**src/design/tst_pkg.sv**
```systemverilog
`timescale 1ns / 1ps
// ----------------------------------------------------------------------------
// tst_pkg - shared types and constants of the timer slot table
// Field widths, operation and status codes, and the controller/datapath
// command and status words.
// ----------------------------------------------------------------------------
package tst_pkg;

	localparam int SLOTS   = 32;
	localparam int SLOT_W  = $clog2(SLOTS);
	localparam int CNT_W   = $clog2(SLOTS + 1);
	localparam int ID_W    = 16;
	localparam int TIME_W  = 48;
	localparam int ENTRY_W = ID_W + TIME_W;
	localparam int MODE_W  = 2;
	localparam int STAT_W  = 3;

	localparam logic [MODE_W-1:0] MODE_ADD    = 2'd0;
	localparam logic [MODE_W-1:0] MODE_REMOVE = 2'd1;
	localparam logic [MODE_W-1:0] MODE_TICK   = 2'd2;
	localparam logic [MODE_W-1:0] MODE_UNUSED = 2'd3;

	localparam logic [STAT_W-1:0] ST_ADDED     = 3'd0;
	localparam logic [STAT_W-1:0] ST_FULL      = 3'd1;
	localparam logic [STAT_W-1:0] ST_REMOVED   = 3'd2;
	localparam logic [STAT_W-1:0] ST_NOT_FOUND = 3'd3;
	localparam logic [STAT_W-1:0] ST_EXPIRED   = 3'd4;
	localparam logic [STAT_W-1:0] ST_NONE      = 3'd5;

	// controller to datapath
	typedef struct packed {
		logic load;        // capture the input word
		logic scan_clr;    // restart address counter and scan accumulators
		logic scan_issue;  // issue one table read and advance
		logic add_exec;    // place the new timer and emit its result
		logic finish;      // emit the result of a scan pass
	} cmd_t;

	// datapath to controller
	typedef struct packed {
		logic scan_last;   // read of the highest slot is being issued
		logic rescan;      // tick with more expired entries pending
	} stat_t;

endpackage

```
**src/design/tst_ram.sv**
```systemverilog
`timescale 1ns / 1ps
// ----------------------------------------------------------------------------
// tst_ram - generic single-port-write, single-port-read RAM
// One write and one registered read per cycle.
// ----------------------------------------------------------------------------
module tst_ram #(
	parameter int WIDTH = 8,
	parameter int DEPTH = 16
) (
	input  logic                     clk,
	input  logic                     we,
	input  logic [$clog2(DEPTH)-1:0] waddr,
	input  logic [WIDTH-1:0]         wdata,
	input  logic [$clog2(DEPTH)-1:0] raddr,
	output logic [WIDTH-1:0]         rdata
);

	logic [WIDTH-1:0] mem_q [DEPTH];

	always_ff @(posedge clk) begin
		if (we) begin
			mem_q[waddr] <= wdata;
		end
		rdata <= mem_q[raddr];
	end

endmodule

```
**src/design/tst_ctrl.sv**
```systemverilog
`timescale 1ns / 1ps
// ----------------------------------------------------------------------------
// tst_ctrl - sequencer of the timer slot table
// Steps an add through its write, a remove or tick through one or more scans.
// ----------------------------------------------------------------------------
module tst_ctrl (
	input  logic                        clk,
	input  logic                        arst_n,
	input  logic                        start,
	input  logic [tst_pkg::MODE_W-1:0]  mode,
	input  tst_pkg::stat_t              stat,
	output tst_pkg::cmd_t               cmd,
	output logic                        busy
);

	import tst_pkg::*;

	typedef enum logic [4:0] {
		S_IDLE   = 5'b00001,
		S_ADD    = 5'b00010,
		S_SCAN   = 5'b00100,
		S_LAST   = 5'b01000,
		S_DECIDE = 5'b10000
	} state_t;

	state_t state_q, state_d;

	always_comb begin
		state_d = state_q;
		cmd     = '0;
		case (state_q)
			S_IDLE: begin
				if (start) begin
					cmd.load     = 1'b1;
					cmd.scan_clr = 1'b1;
					case (mode)
						MODE_ADD:    state_d = S_ADD;
						MODE_REMOVE: state_d = S_SCAN;
						MODE_TICK:   state_d = S_SCAN;
						default:     state_d = S_IDLE; // unused code: drop
					endcase
				end
			end
			S_ADD: begin
				cmd.add_exec = 1'b1;
				state_d      = S_IDLE;
			end
			S_SCAN: begin
				cmd.scan_issue = 1'b1;
				if (stat.scan_last) begin
					state_d = S_LAST;
				end
			end
			S_LAST: begin
				// last read data is compared here
				state_d = S_DECIDE;
			end
			S_DECIDE: begin
				cmd.finish = 1'b1;
				if (stat.rescan) begin
					cmd.scan_clr = 1'b1;
					state_d      = S_SCAN;
				end else begin
					state_d = S_IDLE;
				end
			end
			default: begin
				state_d = S_IDLE;
			end
		endcase
	end

	always_ff @(posedge clk or negedge arst_n) begin
		if (!arst_n) begin
			state_q <= S_IDLE;
		end else begin
			state_q <= state_d;
		end
	end

	assign busy = (state_q != S_IDLE);

endmodule

```
**src/design/tst_dp.sv**
```systemverilog
`timescale 1ns / 1ps
// ----------------------------------------------------------------------------
// tst_dp - datapath of the timer slot table
// Slot valid bits, entry RAM, scan pipeline, minimum tracker, result register.
// ----------------------------------------------------------------------------
module tst_dp (
	input  logic                        clk,
	input  logic                        arst_n,
	input  tst_pkg::cmd_t               cmd,
	output tst_pkg::stat_t              stat,
	input  logic [tst_pkg::MODE_W-1:0]  mode,
	input  logic [tst_pkg::ID_W-1:0]    timer_id,
	input  logic [tst_pkg::TIME_W-1:0]  deadline,
	input  logic [tst_pkg::TIME_W-1:0]  now,
	output logic                        strobe,
	output logic [tst_pkg::STAT_W-1:0]  status,
	output logic [tst_pkg::ID_W-1:0]    out_timer_id,
	output logic [tst_pkg::TIME_W-1:0]  out_deadline,
	output logic                        last
);

	import tst_pkg::*;

	// captured input word
	logic [MODE_W-1:0] mode_q;
	logic [ID_W-1:0]   id_q;
	logic [TIME_W-1:0] dl_q;
	logic [TIME_W-1:0] now_q;

	logic [SLOTS-1:0]  used_q;

	// scan pipeline
	logic [SLOT_W-1:0] addr_q;
	logic [SLOT_W-1:0] idx_s1;
	logic              vld_s1;

	// scan accumulators
	logic              found_q;
	logic [SLOT_W-1:0] found_idx_q;
	logic [CNT_W-1:0]  cnt_q;
	logic              best_vld_q;
	logic [TIME_W-1:0] best_exp_q;
	logic [ID_W-1:0]   best_id_q;
	logic [SLOT_W-1:0] best_idx_q;

	// result register
	logic              res_v_q;
	logic [STAT_W-1:0] res_st_q;
	logic [ID_W-1:0]   res_id_q;
	logic [TIME_W-1:0] res_dl_q;
	logic              res_last_q;

	logic [ENTRY_W-1:0] rdata;
	logic [ID_W-1:0]    rd_id;
	logic [TIME_W-1:0]  rd_exp;
	logic               free_any;
	logic [SLOT_W-1:0]  free_idx;
	logic               ram_we;
	logic               rm_hit;
	logic               pend;
	logic               better;

	// lowest free slot
	always_comb begin
		free_any = 1'b0;
		free_idx = '0;
		for (int i = SLOTS - 1; i >= 0; i--) begin
			if (!used_q[i]) begin
				free_any = 1'b1;
				free_idx = SLOT_W'(i);
			end
		end
	end

	assign ram_we = cmd.add_exec && free_any;

	tst_ram #(
		.WIDTH(ENTRY_W),
		.DEPTH(SLOTS)
	) u_ram (
		.clk   (clk),
		.we    (ram_we),
		.waddr (free_idx),
		.wdata ({id_q, dl_q}),
		.raddr (addr_q),
		.rdata (rdata)
	);

	assign rd_id  = rdata[ENTRY_W-1 -: ID_W];
	assign rd_exp = rdata[TIME_W-1:0];

	assign rm_hit = vld_s1 && (mode_q == MODE_REMOVE) && used_q[idx_s1]
		&& (rd_id == id_q) && !found_q;
	assign pend   = vld_s1 && (mode_q == MODE_TICK) && used_q[idx_s1]
		&& (rd_exp <= now_q);
	// strict compare keeps the lower slot on equal deadlines
	assign better = !best_vld_q || (rd_exp < best_exp_q);

	assign stat.scan_last = (addr_q == SLOT_W'(SLOTS - 1));
	assign stat.rescan    = (mode_q == MODE_TICK) && best_vld_q && (cnt_q != CNT_W'(1));

	always_ff @(posedge clk) begin
		if (cmd.load) begin
			mode_q <= mode;
			id_q   <= timer_id;
			dl_q   <= deadline;
			now_q  <= now;
		end
		idx_s1 <= addr_q;
		if (rm_hit) begin
			found_idx_q <= idx_s1;
		end
		if (pend && better) begin
			best_exp_q <= rd_exp;
			best_id_q  <= rd_id;
			best_idx_q <= idx_s1;
		end
	end

	always_ff @(posedge clk or negedge arst_n) begin
		if (!arst_n) begin
			used_q     <= '0;
			addr_q     <= '0;
			vld_s1     <= 1'b0;
			found_q    <= 1'b0;
			cnt_q      <= '0;
			best_vld_q <= 1'b0;
		end else begin
			vld_s1 <= cmd.scan_issue;
			if (cmd.scan_clr) begin
				addr_q     <= '0;
				found_q    <= 1'b0;
				cnt_q      <= '0;
				best_vld_q <= 1'b0;
			end else begin
				if (cmd.scan_issue) begin
					addr_q <= addr_q + 1'b1;
				end
				if (rm_hit) begin
					found_q <= 1'b1;
				end
				if (pend) begin
					cnt_q      <= cnt_q + 1'b1;
					best_vld_q <= best_vld_q || better;
				end
			end
			if (ram_we) begin
				used_q[free_idx] <= 1'b1;
			end
			if (cmd.finish) begin
				if (mode_q == MODE_REMOVE) begin
					if (found_q) begin
						used_q[found_idx_q] <= 1'b0;
					end
				end else if (best_vld_q) begin
					used_q[best_idx_q] <= 1'b0;
				end
			end
		end
	end

	// result word
	always_ff @(posedge clk or negedge arst_n) begin
		if (!arst_n) begin
			res_v_q <= 1'b0;
		end else begin
			res_v_q <= cmd.add_exec || cmd.finish;
		end
	end

	always_ff @(posedge clk) begin
		if (cmd.add_exec) begin
			res_st_q   <= free_any ? ST_ADDED : ST_FULL;
			res_id_q   <= id_q;
			res_dl_q   <= '0;
			res_last_q <= 1'b1;
		end else if (cmd.finish) begin
			if (mode_q == MODE_REMOVE) begin
				res_st_q   <= found_q ? ST_REMOVED : ST_NOT_FOUND;
				res_id_q   <= id_q;
				res_dl_q   <= '0;
				res_last_q <= 1'b1;
			end else if (best_vld_q) begin
				res_st_q   <= ST_EXPIRED;
				res_id_q   <= best_id_q;
				res_dl_q   <= best_exp_q;
				res_last_q <= (cnt_q == CNT_W'(1));
			end else begin
				res_st_q   <= ST_NONE;
				res_id_q   <= '0;
				res_dl_q   <= '0;
				res_last_q <= 1'b1;
			end
		end
	end

	assign strobe       = res_v_q;
	assign status       = res_st_q;
	assign out_timer_id = res_id_q;
	assign out_deadline = res_dl_q;
	assign last         = res_last_q;

	a_expired_due: assert property (@(posedge clk) disable iff (!arst_n)
		res_v_q && (res_st_q == ST_EXPIRED) |-> (res_dl_q <= now_q))
		else $error("expired word carries a deadline after now");

	a_cnt_best: assert property (@(posedge clk) disable iff (!arst_n)
		(cnt_q == '0) |-> !best_vld_q)
		else $error("minimum tracker valid with no pending entry counted");

	a_add_fill: assert property (@(posedge clk) disable iff (!arst_n)
		$past(ram_we) |-> ($countones(used_q) == $countones($past(used_q)) + 1))
		else $error("add did not take exactly one slot");

	a_scan_order: assert property (@(posedge clk) disable iff (!arst_n)
		vld_s1 && $past(vld_s1) |-> (idx_s1 == $past(idx_s1) + 1'b1))
		else $error("scan skipped a slot");

endmodule

```
**src/design/timer_slot_table.sv**
```systemverilog
`timescale 1ns / 1ps
// ----------------------------------------------------------------------------
// timer_slot_table - fixed table of pending timers
// Add, remove and expire timers held in a table of SLOTS entries.
// ----------------------------------------------------------------------------
// A word is taken when start is high and busy is low; results appear one per
// cycle-wide strobe and cannot be held off, so capture them as they come.
// An add writes its entry in S_ADD and then strobes its result. A remove
// scans the entry RAM one slot per cycle through its single read port and
// strobes its result after the S_LAST and S_DECIDE states. A tick runs one
// full scan pass for each expired entry it emits (one pass when none has
// expired); busy stays high until the last pass is done.
// Unused mode code three is taken and produces no result.
// ----------------------------------------------------------------------------
module timer_slot_table (
	input  logic                        clk,
	input  logic                        arst_n,
	input  logic                        start,
	output logic                        busy,
	input  logic [tst_pkg::MODE_W-1:0]  mode,
	input  logic [tst_pkg::ID_W-1:0]    timer_id,
	input  logic [tst_pkg::TIME_W-1:0]  deadline,
	input  logic [tst_pkg::TIME_W-1:0]  now,
	output logic                        strobe,
	output logic [tst_pkg::STAT_W-1:0]  status,
	output logic [tst_pkg::ID_W-1:0]    out_timer_id,
	output logic [tst_pkg::TIME_W-1:0]  out_deadline,
	output logic                        last
);

	import tst_pkg::*;

	cmd_t  cmd;
	stat_t stat;

	tst_ctrl u_ctrl (
		.clk    (clk),
		.arst_n (arst_n),
		.start  (start),
		.mode   (mode),
		.stat   (stat),
		.cmd    (cmd),
		.busy   (busy)
	);

	tst_dp u_dp (
		.clk          (clk),
		.arst_n       (arst_n),
		.cmd          (cmd),
		.stat         (stat),
		.mode         (mode),
		.timer_id     (timer_id),
		.deadline     (deadline),
		.now          (now),
		.strobe       (strobe),
		.status       (status),
		.out_timer_id (out_timer_id),
		.out_deadline (out_deadline),
		.last         (last)
	);

endmodule

```
**config.mk**
```make
export PLATFORM = sky130hd
export DESIGN_NAME = timer_slot_table
export DESIGN_NICKNAME = d
export VERILOG_FILES = /design/src/design/tst_pkg.sv /design/src/design/tst_ram.sv /design/src/design/tst_ctrl.sv /design/src/design/tst_dp.sv /design/src/design/timer_slot_table.sv
export SDC_FILE = /design/constraint.sdc
export NUM_CORES = 2
export LEC_CHECK = 0
export ABC_AREA = 1
export BUFFER_PORTS_ARGS = -buffer_cell sky130_fd_sc_hd__buf_2
export CAP_MARGIN = 20
export CORE_UTILIZATION = 25
export CTS_BUF_LIST = sky130_fd_sc_hd__clkbuf_16
export CTS_CLUSTER_SIZE = 24
export DETAILED_ROUTE_END_ITERATION = 8
export SYNTH_ARGS = -nofsm -noshare
export SYNTH_HDL_FRONTEND = slang
export SYNTH_HIERARCHICAL = 1
export SYNTH_SLANG_ARGS = --single-unit
```
**constraint.sdc**
```tcl
create_clock -name clk -period 18.5 [get_ports clk]
set_input_delay 0.925 -clock clk [delete_from_list [all_inputs] [get_ports clk]]
set_output_delay 0.925 -clock clk [all_outputs]
set_load 0.02 [all_outputs]
```
After elaboration in Yosys (flattened, before gate mapping)
Memories as Yosys holds them, arrays and structs flattened. A register that Yosys moved wholly into a read port is not among the register bits.
Index checks and enable logic that the tools add are counted.
{"block": "word_totals", "in_bits": 117, "memories": 1, "ram_bits": 2048, "output_inout_bits": 70, "reg_bits": 313, "wordCells": 193}
{"block": "classes", "n_eq_ne": 16, "muxes": 113, "n_lt_le_gt_ge": 9, "n_addsub": 2, "bitwise": 5, "n_reduce_logical": 26}
{"memory": "u_dp.u_ram.mem_q", "words": 32, "width": 64, "read_ports": 1, "rd_clocked_by_memory_dff": 1, "wr": 1, "line": "tst_ram.sv:18", "text": "logic [WIDTH-1:0] mem_q [DEPTH];"}
{"cell": "two-way mux 5 bit", "count": 36}
{"cell": "two-way mux 32 bit", "count": 5}
{"cell": "two-way mux 48 bit", "count": 2}
{"cell": "AND 32 bit", "count": 2}
{"cell": "two-way mux 16 bit", "count": 4}
{"cell": "inverter 32 bit", "count": 2}
{"cell": "two-way mux 1 bit", "count": 52}
{"cell": "less-or-equal comparator 48 bit", "count": 1}
{"cell": "< comparator 48 bit", "count": 1}
{"cell": "OR 32 bit", "count": 1}
{"cell": "< comparator 5 x 6 -> 1 bit (second input constant)", "count": 4}
{"cell": "one-hot mux 5 bit (4 select lines)", "count": 1}
{"cell": "equality test 16 bit", "count": 1}
{"cell": "demux 1 bit (select 5 bit)", "count": 3}
{"cell": "greater-or-equal comparator 5 x 1 -> 1 bit (second input constant)", "count": 3}
{"cell": "logical AND 1 bit", "count": 14}
{"cell": "two-way mux 3 bit", "count": 4}
{"cell": "two-way mux 6 bit", "count": 2}
{"cell": "equality test 5 bit (second input constant)", "count": 2}
{"cell": "nonzero test 2 bit", "count": 4}
{"cell": "adder 6 x 1 -> 6 bit (second input constant)", "count": 1}
{"cell": "equality test 6 x 1 -> 1 bit (second input constant)", "count": 1}
{"cell": "!= test 6 x 1 -> 1 bit (second input constant)", "count": 1}
{"cell": "one-hot mux 3 bit (2 select lines)", "count": 1}
{"cell": "other kinds (17)", "count": 23}

Depth between registers and ports, before layout
{"block": "depth", "ltp_word": 42, "mapped_depth": 36, "depth_no_buf": 36}

Modules after synthesis
The synthesis kept the hierarchy.
{"mod": "tst_ram", "n_inst": 1, "cells_per_inst": 6768, "area_per_inst_um2": 82990.8, "seq_area_each_um2": 62780.2}
{"mod": "tst_dp", "n_inst": 1, "cells_per_inst": 1307, "area_per_inst_um2": 13925.9, "seq_area_each_um2": 8473.1}
{"mod": "tst_ctrl", "n_inst": 1, "cells_per_inst": 60, "area_per_inst_um2": 446.7, "seq_area_each_um2": 126.4}

Least setup slack after synthesis
OpenSTA, ideal clock, no wires.
{"block": "synth_path", "kind": "input to register", "from": "in start", "to": "reg u_dp.dl_q[0] (enable)", "path_stages": 2, "required_ns": 17.912, "path_slack_ns": 12.153, "path_buffers": 0, "setup_ns": 0.588, "arrival_time_ns": 5.759, "path_cell_list": "inv_1 > nor2_1"}
{"element": "start: declaration", "line": "timer_slot_table.sv:18", "text": "input logic start,"}
{"element": "end signal: assignment", "line": "tst_dp.sv:106", "text": "dl_q <= deadline;"}
{"element": "end: declaration", "line": "tst_dp.sv:27", "text": "logic [TIME_W-1:0] dl_q;"}

Final worst setup path
{"block": "layout_path", "from": "reg u_dp.used_q[31]", "to": "mem u_dp/u_ram/mem_q[25][23] in the netlist's numbering (enable)"}
{"block": "layout_via", "word_cells_on_any_way": 67, "cone_classes": "66 x mux; 1 x reduce/logical"}
{"element": "start: declaration", "line": "tst_dp.sv:30", "text": "logic [SLOTS-1:0] used_q;"}
{"element": "start signal: assignment", "line": "tst_dp.sv:122", "text": "used_q <= '0;"}
{"element": "start signal: indexed assignment", "line": "tst_dp.sv:148", "text": "used_q[free_idx] <= 1'b1;"}
{"element": "start signal: indexed assignment", "line": "tst_dp.sv:153", "text": "used_q[found_idx_q] <= 1'b0;"}
{"element": "two-way mux 5 bit (32 in series)", "line": "tst_dp.sv:68", "text": "if (!used_q[i]) begin"}
{"element": "named net u_dp.free_idx[0]", "line": "tst_dp.sv:57", "text": "logic [SLOT_W-1:0] free_idx;"}
{"element": "end: declaration", "line": "tst_ram.sv:18"}
The timed path passes the listed nets, and every way through them passes these cells.

==> flow_summary.ini <==
[power]
cellPowerDensity_nw_per_um2 = 135
p_int_mw = 10.0
switching_share = 0.334
ir_drop_uv = 137
pwr-share-seq = 0.445
p_sw_mw = 5.04
leakagePower_nw = 39.6
comb_power_share = 0.232
pwr-share-clk = 0.323

[grt]
grt_pass1_wl_um = 425000
first_global_vias = 59900
grt_start_max_net_pins = 214
met3_usage = 0.0203
grt-busiest-layer = met2
grtUsageTotal = 0.146
antenna_found_initial = 20
grt_use_met2 = 0.240
use_met1 = 0.197
overflow = 0

[routing]
drt_iter0_markers = 7850
drc = 0
firstDrtPassIters = 8
wl_per_cell_um = 21.8
wl_um = 298000
viasPerCell = 4.68
via_count = 63900
ant_nets = 0

[place]
place_hpwl_um = 170000
postPlaceCellArea_um2 = 104000
io_buffers = 186
gp_congestion = 0.860

[logic_synthesis]
synth_edf_count = 2255
postSynthAreaPerCell_um2 = 12.0
synth_flop_cell = edfxtp_1
synthMuxAreaShare = 0
async_reset_ff_frac = 0.0214
ys_types = 53
synth-simple-area-share = 0.205
synth_top_family_by_area = simple AND/OR/NAND/NOR gates
ys_ff_latch = 2425
synthCells = 8135
synth_nets = 8353
synth-xor-area-share = 0.000720
seq_area_frac_synth = 0.733
synth_compound_area_frac = 0.0158
syn_area_um2 = 97400
yosysWarnings = 6
yosys.area_share.adder = 0.0130

[cts]
htree_levels = 4
clockBufferDepth = 4
cts_sinks = 2425
post_cts_resized = 0
cts-root-buf = clkbuf_16
post_cts_buffers = 0
cts_tree = built
cts_buffers = 241
clk_pin_slew_ns = 0.07
clock_latency_ns = 0.93
holdBufCountCts = 0

[setup_path]
critPathMostFrequentCell = nand2_1
worst_path_max_delay_cell = nor2_4
worstPathRequired_ns = 18.96
crit_path_end = u_dp/u_ram/mem_q[25][23]
critPathCaptureType = flip-flop
cpPeakStageDelay_ns = 1.00
cp.arrival_ns = 6.34
critPathMaxFanout = 41
rr_endpoint = u_dp/u_ram/mem_q[25][23]
crit_path_start = u_dp/used_q[31]
reg2reg_depth = 36
rrSetupSlack_ns = 12.62
critPathKind = flip-flop to flip-flop
r2r-start = u_dp/used_q[31]
start_kind = flip-flop

[final_layout]
fillCellCount = 39000
nets = 8479
drive_gt1_frac = 0.0901
final_area_um2 = 112000
regArea_um2 = 71400
syn2layout_area_growth_pct = 15.1
multiInputGateArea_um2 = 23100

[floorplanning]
dieArea_um2 = 392000
initial_core_util = 0.252
rows = 228
die_width_um = 626
core_area_um2 = 387000
dieHeight_um = 626
pin_count = 187

[timing]
rsz0062_at_grt = no
drv_slew = 0
tns_ns = 0
fmax_mhz = 170
fin_crit_sh = 0.318
final_hold_viol_count = 0
setup_violations = 0
max_slew_margin = 0.237
clock_skew_ns = 0.0890
fin_hold_ws_ns = 0.141
period_needed_ns = 5.88
worst_slew_pin_slew_ns = 1.15

[status]
status = completed

[min_path]
min_path_type = input pin to asynchronous set/reset pin

[job]
maxCapViolations = 0
[worst max-delay path, delay by kind of cell (launching register included)]
kind	cells	cell delay, ns
buffers and inverters	3	1.23
DFF	1	0.41
and+or+nand+nor	33	3.67
[worst min path at each step]
stage | end | slack [ns] | start
finish | u_dp/cnt_q[1] | 0.14 | arst_n
floorplan | u_dp/best_exp_q[0] | 0.41 | u_dp/u_ram/rdata[0]
global placement | u_dp/best_id_q[3] | 0.43 | u_dp/u_ram/rdata[51]
CTS | u_dp/cnt_q[1] | 0.13 | arst_n
detailed placement | u_dp/out_deadline[16] | 0.44 | u_dp/out_deadline[16]
global route | u_dp/dl_q[0] | 0.17 | deadline[0]
[final cells by class]
class                           instances  area share
Multi-Input combinational cell       5005       0.206
Tap cell                             5175      0.0578
Clock inverter                        194      0.0147
Clock buffer                          244      0.0545
Antenna cell                           12    0.000268
Sequential cell                      2425       0.637
Timing Repair Buffer                  347      0.0209
Inverter                              241     0.00842
[power groups by stage]
| stage | clock network [mW] | logic, mW | registers [mW] |
|---|---|---|---|
| 2_1_floorplan | 0 | 2.09 | 6.77 |
| 3_3_place_gp | 0 | 3.43 | 6.83 |
| 3_5_place_dp | 0 | 3.47 | 6.83 |
| 4_1_cts | 4.96 | 3.48 | 6.71 |
| 5_1_grt | 5.14 | 3.82 | 6.72 |
| 6_report | 4.88 | 3.50 | 6.71 |
[cell usage in the layout (no fill, tap or decap), types with 96 or more instances in the layout]
master	Yosys	routed
edfxtp_1	2255	2255
ha_1	101	101
nand2_1	2582	2582
nand3_1	1851	1851
inv_1	231	279
clkbuf_16	0	244
buf_2	277	186
o21ai_0	96	96
buf_4	28	146
dfxtp_1	118	118
[cell usage after synthesis (41+ instances only)]
cell type,instances,share of area
edfxtp_1,2255,0.70
buf_1,49,0.0019
clkbuf_1,104,0.0040
nand2_1,2582,0.10
nand3_1,1851,0.095
dfxtp_1,118,0.024
nor2_1,104,0.0040
dfrtp_1,51,0.013
o21ai_0,96,0.0049
ha_1,101,0.013
nor3_1,41,0.0021
buf_2,277,0.014
inv_1,231,0.0089
a21oi_1,76,0.0039
[cells by family after synthesis]
group | after synthesis
DFF | 2425
buffers and inverters | 705
adders and majority gates | 101
xor gates and xnor gates | 8
AOI/OAI and AO/OA | 262
and+or+nand+nor | 4634
[per-stage QoR]
step                       util  cells  setup WS (ns)  total power [mW]
after detailed placement  0.270  13200          12.84              10.3
final                     0.290  13600          12.62              15.1
after CTS                 0.290  13600          12.78              15.2
after global placement    0.269  13200          12.53              10.3
after global routing      0.290  13600          12.35              15.7
after floorplan               -   8135          12.15              8.85
[registers in the layout, summed over array words and instances, names as in the netlist, 6 cells and up]
name               flops
u_dp/cnt_q             6
u_dp/out_deadline     48
u_dp/out_timer_id     16
u_dp/best_id_q        16
u_dp/u_ram/mem_q    2048
u_dp/u_ram/rdata      64
u_dp/dl_q             48
u_dp/now_q            48
u_dp/best_exp_q       48
u_dp/id_q             16
u_dp/used_q           32
[routing by layer]
layer  routed length (um)  up-vias
met5                   27        -
met4                 9840        4
met3                25200      475
met2               139000     2968
met1               123000    31400
li1                     -    29000
(Power assumes the default switching activity.)
